File: src/design/ptt_pkg.sv
// Types, codes and helper functions of the page table translation block.
package ptt_pkg;

  localparam int unsigned AddrW   = 64;
  localparam int unsigned VaW     = 48;
  localparam int unsigned IdxW    = 9;
  localparam int unsigned CfgIdxW = 2;

  localparam logic [AddrW-1:0] FrameMask = 64'h000F_FFFF_FFFF_F000;
  localparam int unsigned BitPresent = 0;
  localparam int unsigned BitLarge   = 7;
  localparam logic [1:0] LastLevel = 2'd3;

  typedef enum logic {
    CMD_TRANSLATE = 1'b0,
    CMD_ENTRY     = 1'b1
  } cmd_e;

  typedef enum logic [1:0] {
    KIND_READ_REQ   = 2'd0,
    KIND_TRANSLATED = 2'd1,
    KIND_NOT_MAPPED = 2'd2,
    KIND_UNEXPECTED = 2'd3
  } kind_e;

  typedef enum logic [CfgIdxW-1:0] {
    REG_TABLE_ROOT      = 2'd0,
    REG_DIRECT_MAP_BASE = 2'd1,
    REG_MMIO_BASE       = 2'd2
  } cfg_idx_e;

  typedef struct packed {
    logic [AddrW-1:0] table_root;
    logic [AddrW-1:0] direct_map_base;
    logic [AddrW-1:0] mmio_base;
  } cfg_t;

  typedef struct packed {
    cmd_e             command;
    logic [AddrW-1:0] virt_addr;
    logic [AddrW-1:0] entry_data;
  } req_t;

  typedef struct packed {
    kind_e            kind;
    logic [AddrW-1:0] read_address;
    logic [AddrW-1:0] phys_addr;
    logic [AddrW-1:0] leaf_entry;
  } res_t;

  // Handshake between the input register and the walk stage.
  typedef struct packed {
    logic valid;
    req_t req;
  } in_stage_t;

  function automatic logic [IdxW-1:0] entry_index(logic [VaW-1:0] va, logic [1:0] level);
    logic [IdxW-1:0] idx;
    unique case (level)
      2'd0:    idx = va[47:39];
      2'd1:    idx = va[38:30];
      2'd2:    idx = va[29:21];
      default: idx = va[20:12];
    endcase
    return idx;
  endfunction

  function automatic logic [VaW-1:0] offset_mask(logic [1:0] level);
    logic [VaW-1:0] m;
    unique case (level)
      2'd0:    m = {{(VaW-39){1'b0}}, {39{1'b1}}};
      2'd1:    m = {{(VaW-30){1'b0}}, {30{1'b1}}};
      2'd2:    m = {{(VaW-21){1'b0}}, {21{1'b1}}};
      default: m = {{(VaW-12){1'b0}}, {12{1'b1}}};
    endcase
    return m;
  endfunction

endpackage

File: src/design/page_table_translate_core.sv
// Four-level page table walker: translates virtual addresses and issues entry reads.
//
// Each request is a translate command or a returned table entry; each yields exactly
// one result: a read request for the next table entry, a translated address, a
// not-mapped answer, or an unexpected-response flag. A request is first held in the
// input register, then passes through the translation logic and is loaded into the
// result register when the walk stage advances, and a new request is taken every
// cycle while the result side is not stalled. That rate is set by the walk state
// register (active flag, level, masked address), which is updated in the same cycle
// that the result register loads. Addresses inside the direct-map window
// [direct_map_base, mmio_base) are answered without any read and drop any walk in
// progress; a new translate command likewise aborts a walk. The configuration port
// is always ready; write it only while no request is in flight.
module page_table_translate_core import ptt_pkg::*; (
  input  logic               clk_i,
  input  logic               rst_ni,
  input  logic               cfg_valid_i,
  output logic               cfg_ready_o,
  input  logic [CfgIdxW-1:0] cfg_index_i,
  input  logic [AddrW-1:0]   cfg_data_i,
  input  logic               in_valid_i,
  output logic               in_stall_o,
  input  logic               command_i,
  input  logic [AddrW-1:0]   virt_addr_i,
  input  logic [AddrW-1:0]   entry_data_i,
  output logic               out_valid_o,
  input  logic               out_stall_i,
  output logic [1:0]         kind_o,
  output logic [AddrW-1:0]   read_address_o,
  output logic [AddrW-1:0]   phys_addr_o,
  output logic [AddrW-1:0]   leaf_entry_o
);

  cfg_t      cfg;
  in_stage_t stage;
  logic      advance;
  res_t      res;

  ptt_cfg_regs u_cfg_regs (
    .clk_i       (clk_i),
    .rst_ni      (rst_ni),
    .cfg_valid_i (cfg_valid_i),
    .cfg_ready_o (cfg_ready_o),
    .cfg_index_i (cfg_index_i),
    .cfg_data_i  (cfg_data_i),
    .cfg_o       (cfg)
  );

  ptt_in_stage u_in_stage (
    .clk_i        (clk_i),
    .rst_ni       (rst_ni),
    .in_valid_i   (in_valid_i),
    .in_stall_o   (in_stall_o),
    .command_i    (command_i),
    .virt_addr_i  (virt_addr_i),
    .entry_data_i (entry_data_i),
    .advance_i    (advance),
    .stage_o      (stage)
  );

  ptt_walk u_walk (
    .clk_i       (clk_i),
    .rst_ni      (rst_ni),
    .cfg_i       (cfg),
    .stage_i     (stage),
    .advance_o   (advance),
    .out_valid_o (out_valid_o),
    .out_stall_i (out_stall_i),
    .res_o       (res)
  );

  assign kind_o         = res.kind;
  assign read_address_o = res.read_address;
  assign phys_addr_o    = res.phys_addr;
  assign leaf_entry_o   = res.leaf_entry;

endmodule

File: src/design/ptt_cfg_regs.sv
// Configuration register file of the translation block.
module ptt_cfg_regs import ptt_pkg::*; (
  input  logic               clk_i,
  input  logic               rst_ni,
  input  logic               cfg_valid_i,
  output logic               cfg_ready_o,
  input  logic [CfgIdxW-1:0] cfg_index_i,
  input  logic [AddrW-1:0]   cfg_data_i,
  output cfg_t               cfg_o
);

  cfg_t cfg_q, cfg_d;

  assign cfg_ready_o = 1'b1;

  always_comb begin
    cfg_d = cfg_q;
    if (cfg_valid_i) begin
      unique case (cfg_idx_e'(cfg_index_i))
        REG_TABLE_ROOT:      cfg_d.table_root      = cfg_data_i;
        REG_DIRECT_MAP_BASE: cfg_d.direct_map_base = cfg_data_i;
        REG_MMIO_BASE:       cfg_d.mmio_base       = cfg_data_i;
        default:             cfg_d = cfg_q;
      endcase
    end
  end

  always_ff @(posedge clk_i or negedge rst_ni) begin
    if (!rst_ni) begin
      cfg_q <= '0;
    end else begin
      cfg_q <= cfg_d;
    end
  end

  assign cfg_o = cfg_q;

endmodule

File: src/design/ptt_in_stage.sv
// Input register that holds one accepted request for the walk stage.
module ptt_in_stage import ptt_pkg::*; (
  input  logic             clk_i,
  input  logic             rst_ni,
  input  logic             in_valid_i,
  output logic             in_stall_o,
  input  logic             command_i,
  input  logic [AddrW-1:0] virt_addr_i,
  input  logic [AddrW-1:0] entry_data_i,
  input  logic             advance_i,
  output in_stage_t        stage_o
);

  logic valid_q, valid_d;
  req_t req_q;
  logic take;

  assign in_stall_o = valid_q && !advance_i;
  assign take       = in_valid_i && !in_stall_o;

  always_comb begin
    valid_d = valid_q;
    if (take) begin
      valid_d = 1'b1;
    end else if (advance_i) begin
      valid_d = 1'b0;
    end
  end

  always_ff @(posedge clk_i or negedge rst_ni) begin
    if (!rst_ni) begin
      valid_q <= 1'b0;
    end else begin
      valid_q <= valid_d;
    end
  end

  always_ff @(posedge clk_i) begin
    if (take) begin
      req_q.command    <= cmd_e'(command_i);
      req_q.virt_addr  <= virt_addr_i;
      req_q.entry_data <= entry_data_i;
    end
  end

  assign stage_o.valid = valid_q;
  assign stage_o.req   = req_q;

endmodule

File: src/design/ptt_walk.sv
// Walk state, per-request translation logic and result register.
module ptt_walk import ptt_pkg::*; (
  input  logic             clk_i,
  input  logic             rst_ni,
  input  cfg_t             cfg_i,
  input  in_stage_t        stage_i,
  output logic             advance_o,
  output logic             out_valid_o,
  input  logic             out_stall_i,
  output res_t             res_o
);

  logic           active_q, active_d;
  logic [1:0]     level_q, level_d;
  logic [VaW-1:0] vaddr_q, vaddr_d;
  logic           out_valid_q, out_valid_d;
  res_t           res_q, res_d;

  logic [AddrW-1:0] va;
  logic [AddrW-1:0] entry;
  logic             hit;
  logic [VaW-1:0]   va_masked;
  logic [1:0]       level_next;
  logic [VaW-1:0]   off_mask;
  logic [AddrW-1:0] leaf_frame;

  assign advance_o = stage_i.valid && (!out_valid_q || !out_stall_i);

  assign va         = stage_i.req.virt_addr;
  assign entry      = stage_i.req.entry_data;
  assign hit        = (va >= cfg_i.direct_map_base) && (va < cfg_i.mmio_base);
  assign va_masked  = va[VaW-1:0];
  assign level_next = level_q + 2'd1;
  assign off_mask   = offset_mask(level_q);
  assign leaf_frame = entry & FrameMask & ~{{(AddrW-VaW){1'b0}}, off_mask};

  always_comb begin
    active_d = active_q;
    level_d  = level_q;
    vaddr_d  = vaddr_q;
    res_d    = '0;
    res_d.kind = KIND_UNEXPECTED;
    case (stage_i.req.command)
      CMD_TRANSLATE: begin
        if (hit) begin
          active_d        = 1'b0;
          level_d         = 2'd0;
          res_d.kind      = KIND_TRANSLATED;
          res_d.phys_addr = va - cfg_i.direct_map_base;
        end else begin
          active_d           = 1'b1;
          level_d            = 2'd0;
          vaddr_d            = va_masked;
          res_d.kind         = KIND_READ_REQ;
          res_d.read_address = {cfg_i.table_root[AddrW-1:12],
                                entry_index(va_masked, 2'd0), 3'b000};
        end
      end
      default: begin
        if (!active_q) begin
          res_d.kind = KIND_UNEXPECTED;
        end else if (!entry[BitPresent]) begin
          active_d   = 1'b0;
          level_d    = 2'd0;
          res_d.kind = KIND_NOT_MAPPED;
        end else if (entry[BitLarge] || (level_q == LastLevel)) begin
          active_d         = 1'b0;
          level_d          = 2'd0;
          res_d.kind       = KIND_TRANSLATED;
          res_d.phys_addr  = leaf_frame | {{(AddrW-VaW){1'b0}}, vaddr_q & off_mask};
          res_d.leaf_entry = entry;
        end else begin
          level_d            = level_next;
          res_d.kind         = KIND_READ_REQ;
          res_d.read_address = {12'd0, entry[51:12],
                                entry_index(vaddr_q, level_next), 3'b000};
        end
      end
    endcase
  end

  always_comb begin
    out_valid_d = out_valid_q;
    if (advance_o) begin
      out_valid_d = 1'b1;
    end else if (!out_stall_i) begin
      out_valid_d = 1'b0;
    end
  end

  always_ff @(posedge clk_i or negedge rst_ni) begin
    if (!rst_ni) begin
      active_q    <= 1'b0;
      level_q     <= 2'd0;
      vaddr_q     <= '0;
      out_valid_q <= 1'b0;
    end else begin
      out_valid_q <= out_valid_d;
      if (advance_o) begin
        active_q <= active_d;
        level_q  <= level_d;
        vaddr_q  <= vaddr_d;
      end
    end
  end

  always_ff @(posedge clk_i) begin
    if (advance_o) begin
      res_q <= res_d;
    end
  end

  assign out_valid_o = out_valid_q;
  assign res_o       = res_q;

endmodule

File: config.mk
export PLATFORM = sky130hd
export DESIGN_NAME = page_table_translate_core
export DESIGN_NICKNAME = d
export VERILOG_FILES = /design/src/design/ptt_pkg.sv /design/src/design/page_table_translate_core.sv /design/src/design/ptt_cfg_regs.sv /design/src/design/ptt_in_stage.sv /design/src/design/ptt_walk.sv
export SDC_FILE = /design/constraint.sdc
export NUM_CORES = 1
export LEC_CHECK = 0
export BUFFER_PORTS_ARGS = -buffer_cell sky130_fd_sc_hd__buf_4
export CAP_MARGIN = 5
export CORE_ASPECT_RATIO = 0.75
export CORE_MARGIN = 2
export CORE_UTILIZATION = 57
export DETAILED_ROUTE_END_ITERATION = 6
export PLACE_DENSITY = 0.8
export SLEW_MARGIN = 20
export SYNTH_ARGS = -nofsm -noshare
export SYNTH_HDL_FRONTEND = slang
export SYNTH_SLANG_ARGS = --single-unit
export TNS_END_PERCENT = 20
File: constraint.sdc
create_clock -name clk_i -period 7.5 [get_ports clk_i]
set_clock_uncertainty 0.15 [all_clocks]
set_input_delay 1.5 -clock clk_i [delete_from_list [all_inputs] [get_ports clk_i]]
set_output_delay 1.5 -clock clk_i [all_outputs]
set_load 0.005 [all_outputs]
==> results of run 1 <==
## cell families after synthesis
| logic type | share of synthesized area |
|---|---|
| other | 0.000289 |
| DFF | 0.595 |
| AOI/OAI and AO/OA | 0.110 |
| buffers and inverters | 0.0377 |
| xor gates and xnor gates | 0.0196 |
| adders and majority gates | 0.0649 |
| muxes | 0.111 |
| and+or+nand+nor | 0.0619 |
## cell usage after synthesis (all sizes together) (3+ instances only)
cell	number	area (µm²)
edfxtp	320	9610
dfrtp	233	5830
mux2	229	2610
inv	152	571
ha	133	1660
a21oi	105	541
and2	83	519
o21ai	73	365
nand2	72	270
clkbuf	70	267
a21o	69	518
a22o	50	438
nor2	42	158
nand4	36	225
o22ai	31	194
xnor2	29	254
xor2	29	254
mux2i	27	270
buf	20	140
o21bai	20	150
and3	13	81.3
o21a	13	97.6
nand3	12	60.1
nand2b	10	62.6
nor3	10	50.1
a211oi	9	95.1
a222oi	9	90.1
a31oi	7	43.8
nor4	6	43.8
o211ai	6	45.0
nor2b	4	25.0
a2111oi	3	26.3
a211o	3	26.3
a21boi	3	22.5
a221oi	3	26.3
and4	3	26.3
nand3b	3	22.5
o2111ai	3	26.3
or2	3	18.8
## worst min-delay path by stage
stage | start | endpoint | slack, ns | cells after the start
finish | u_cfg_regs.cfg_o[191] | u_cfg_regs.cfg_o[191] | 0.34 | 1
global route | u_cfg_regs.cfg_o[79] | u_cfg_regs.cfg_o[79] | 0.36 | 1
CTS | u_cfg_regs.cfg_o[189] | u_cfg_regs.cfg_o[189] | 0.35 | 1
detailed placement | u_cfg_regs.cfg_o[189] | u_cfg_regs.cfg_o[189] | 0.34 | 1
global placement | u_in_stage.valid_q | u_walk.out_valid_o | 0.32 | 1
floorplan | u_in_stage.valid_q | u_walk.out_valid_o | 0.31 | 1
## layout make-up
type,count,area (µm²),area share
clock inverter,13,170,0.00549
antenna,3,7.51,0.000242
inverter,152,578,0.0186
sequential,553,15400,0.498
tap,586,733,0.0236
multi-input combinational,1177,9560,0.308
clock buffer,85,1480,0.0476
timing repair buffer,405,3060,0.0987
## sequential cells by signal (all words and copies together) (netlist names)
signal	cells
u_walk.res_o	191
u_walk.active_q	1
u_in_stage.stage_o	129
u_cfg_regs.cfg_o	180
u_walk.vaddr_q	48
u_walk.out_valid_o	1
u_in_stage.valid_q	1
u_walk.level_q	2
## metal layers
metal,part of all wire,track usage,vias up
li1,-,-,7984
met1,0.45,0.445,9068
met2,0.45,0.451,813
met3,0.080,0.0504,108
met4,0.020,0.0753,0
met5,0,0,-
## power by group
group	switching (W)	leakage, nW	total, W	internal (W)
clock	0.00113	0.797	0.00262	0.00148
sequential	0.000303	5.90	0.00404	0.00373
combinational	0.00119	6.87	0.00218	0.000997
total	0.00262	13.6	0.00884	0.00621
## layout by cell type, fill, tap and decap left out, drive strengths merged, types with 36 or more instances in the layout
master    n
mux2    229
nor2     42
o21ai    73
nand4    36
buf     405
dfrtp   233
ha      133
inv     154
a21o     69
nand2    72
and2     83
a22o     50
edfxtp  320
a21oi   105
clkbuf   85
## per-stage QoR
stage	area, µm²	setup slack [ns]
4_1_cts	31000	2.88
3_3_place_gp	29400	2.96
6_report	31000	2.85
3_5_place_dp	29400	2.87
2_1_floorplan	26000	0.712
5_1_grt	31000	2.63
==> flow_summary.toml, run 1 <==
[drt]
wl_per_cell_um = 23.7
dr.pass1.iters = 7
vias_per_cell = 6.04
drc = 0
ant_nets = 0
drt_iter0_drc = 1625
drt_wl_total_um = 70400
vias = 18000

[worst_setup_path]
r2r_end = "u_walk.vaddr_q[29]"
cp.arrival_ns = 4.99
critical_path_buf_inv_count = 3
cp.depth = 14
slowest_stage = "and2_2"
critPathKind = "reg2reg"
ff2ff_setup_slack_ns = 2.85
r2r_cells = 14
reg2reg_from = "u_in_stage.stage_o[64]"
startpoint = "u_in_stage.stage_o[64]"
cp-end-kind = "flop"
cpPeakStageDelay_ns = 0.73
worstPathCellList = "inv_1 > ha_1 > inv_1 > fa_1 > a211oi_2 > o211ai_1 > a21oi_1 > o21a_1 > a211oi_1 > o21a_1 > a21oi_4 > and2_2 > buf_4 > mux2_2"
start_kind = "flop"
crit_required_ns = 7.83
crit_path_end = "u_walk.vaddr_q[29]"
crit_fanout = 30
cp_top_family = "compound AO/OA/AOI/OAI gates"

[timing]
tightest_slew_ns = 1.09
rsz0062_at_grt = "no"
hold_ws_ns = 0.344
slew_headroom = 0.275
fmax_ghz = 0.215
fin_crit_sh = 0.620
layout_min_cycle_time_ns = 4.65
hold_viol_final = 0
setup_viol = 0
setup_tns_ns = 0
slew_viol_final = 0

[floorplanning]
die_h_um = 189
rows = 67
die_area_um2 = 47300
initial_core_util = 0.580
die_w_um = 250
ios = 397
core-area_um2 = 44800

[status]
status = "finished clean"

[cells_and_area]
drive_gt1_frac = 0.303
fillCellCount = 3137
area_growth_pct = 19.6
stdcell_count = 2974
final_util = 0.693
nets = 2675

[logic_synthesis]
synthArstFlopShare = 0.421
syn_inst = 1970
ys_seq_area_frac = 0.595
ys.flop_type = "edfxtp_1"
synth_seq_cells = 553
ys.warnings.count = 0
yosysUniqueCellTypes = 67
synth_area_um2 = 25900
synth-edff-count = 320
avgSynthCellArea_um2 = 13.2

[power]
peakVddDrop_mv = 0.179
p_leak_nw = 13.6
finalPower_w = 0.00884
p_per_area_nw_per_um2 = 285

[grt]
grt_overflow = 0
track_usage = 0.296
grt_pass1_vias = 17600
grt_pass1_wl_um = 107000
grt_max_degree = 146
antenna_found_initial = 3

[cts]
cts_tree = "yes"
cts_setup_buffers = 0
clkTransAtPathRegs_ns = 0.06
clkSinkCount = 553
insertion_delay_ns = 0.61
clk_path_buf_depth = 3
htreeDepth = 2
hold_buffers = 0
root_buffer = "clkbuf_16"
cts-buffers-inserted = 52
cts_resized = 0

[place]
dp.cells = 2873
routabilityCongestion = 0.932
io_buffers = 392
place_hpwl_um = 49700

[min_path]
hp-class = "reg2reg"

[job]
cap_violations = 0
Power figures use the tool's default switching activity.
==> run 2, diff against run 1 <==
- CORE_UTILIZATION: 57 -> 52
- PLACE_DENSITY: 0.8 -> 0.77
- clock period: 7.5 -> 4.19 ns (I/O delays scaled with it)
==> flow_summary.toml, run 2 (synthesis gave the netlist of run 1 again) <==
[status]
status = "finished clean"

[grt]
antenna_found_initial = 4
grt_overflow = 0
track_usage = 0.277
grt_max_degree = 107
grt_pass1_wl_um = 107000
grt_pass1_vias = 17700

[job]
cap_violations = 0

[worst_setup_path]
crit_path_end = "u_walk.vaddr_q[27]"
cp-end-kind = "flop"
reg2reg_from = "u_in_stage.stage_o[123]"
startpoint = "u_in_stage.stage_o[123]"
cpPeakStageDelay_ns = 0.47
start_kind = "flop"
slowest_stage = "or3_1"
r2r_cells = 11
r2r_end = "u_walk.vaddr_q[27]"
cp.arrival_ns = 4.33
critPathKind = "reg2reg"
crit_fanout = 39
crit_required_ns = 4.52
ff2ff_setup_slack_ns = 0.19
worstPathCellList = "ha_1 > nand4_1 > or3_1 > nor2_1 > nand2_1 > nor4_2 > a211oi_4 > a21oi_4 > and2_2 > buf_12 > mux2_2"

[cells_and_area]
largest_reg_flops = 191
layout_common_cells = "buf_4, edfxtp_1, dfrtp_1"
nets = 2702
final_common_cell = "buf_4"
area_growth_pct = 21.6
drive_gt1_frac = 0.318
fillCellCount = 3675

[min_path]
hp-class = "in2async"

[cts]
htreeDepth = 2
root_buffer = "clkbuf_16"
cts-buffers-inserted = 53
clk_path_buf_depth = 3
hold_buffers = 0
insertion_delay_ns = 0.60
cts_tree = "yes"
cts_resized = 0
clkSinkCount = 553
cts_setup_buffers = 0
clkTransAtPathRegs_ns = 0.06

[floorplanning]
die_area_um2 = 51700
core-area_um2 = 49000
die_h_um = 197
die_w_um = 262
initial_core_util = 0.529
rows = 70
ios = 397

[place]
place_hpwl_um = 51900
io_buffers = 392
routabilityCongestion = 0.964
place_ws_ns = 0.276

[timing]
tightest_slew_ns = 0.883
setup_tns_ns = 0
setup_viol = 0
layout_min_cycle_time_ns = 4.00
fmax_ghz = 0.250
hold_viol_final = 0
fin_crit_sh = 0.955
slew_viol_final = 0
slew_headroom = 0.412
rsz0062_at_grt = "no"
setup_ws_ns = 0.189

[drt]
vias = 17700
drt_wl_total_um = 72200
drt_iter0_drc = 1701
vias_per_cell = 5.78
ant_nets = 0
drc = 0
dr.pass1.iters = 6
wl_per_cell_um = 23.6

[power]
p_per_area_nw_per_um2 = 512
peakVddDrop_mv = 0.323
p_leak_nw = 13.8
==> run 2: worst min path at each step <==
stage / cells after the start / to
floorplan: 1 / u_cfg_regs.cfg_o[191]
global placement: 1 / u_cfg_regs.cfg_o[187]
detailed placement: 1 / u_cfg_regs.cfg_o[183]
CTS: 1 / u_cfg_regs.cfg_o[186]
global route: 1 / u_cfg_regs.cfg_o[186]
finish: 1 / u_cfg_regs.cfg_o[186]
==> run 2: power by group <==
group	internal [W]	leakage (nW)	total [W]	switching, W
Sequential	0.00668	5.90	0.00722	0.000540
Clock	0.00288	0.866	0.00495	0.00207
Combinational	0.00186	7.04	0.00398	0.00212
==> run 2: through the flow <==
step                      cell area, µm²  hold slack, ns  cells  utilization  power (W)
final                              31600          0.0823   3059        0.644     0.0162
after global placement             29800           0.331   2961        0.607     0.0111
after CTS                          31600           0.101   3057        0.643     0.0162
after detailed placement           29800           0.338   2961        0.607     0.0112
after global routing               31600           0.132   3058        0.643     0.0169
after floorplan                    26000           0.322   1972            -    0.00963
==> run 2: cell type report <==
cell class	instances	area, µm²	share of cell area
Timing Repair Buffer	431	3380	0.107
Inverter	152	574	0.0182
Sequential cell	553	15400	0.489
Multi-Input combinational cell	1177	9570	0.303
Tap cell	648	811	0.0257
Clock buffer	73	1500	0.0476
Antenna cell	2	5.00	0.000159
Clock inverter	23	283	0.00896
==> run 2: layer usage <==
metal	part of all wire	vias to the layer above	wire [µm]	global-route usage
met3	0.082	104	5900	0.0624
met2	0.45	664	32300	0.418
met5	0.00037	-	27	0
met1	0.45	8881	32500	0.406
met4	0.021	4	1530	0.0691
li1	-	8026	-	-
==> run 2: worst max-delay path: cells and delay by family (launching register included) <==
kind	cells	cell delay (ns)
DFF	1	0.42
adders and majority gates	1	0.33
and+or+nand+nor	6	2.01
AOI/OAI and AO/OA	2	0.30
muxes	1	0.38
buffers and inverters	1	0.26
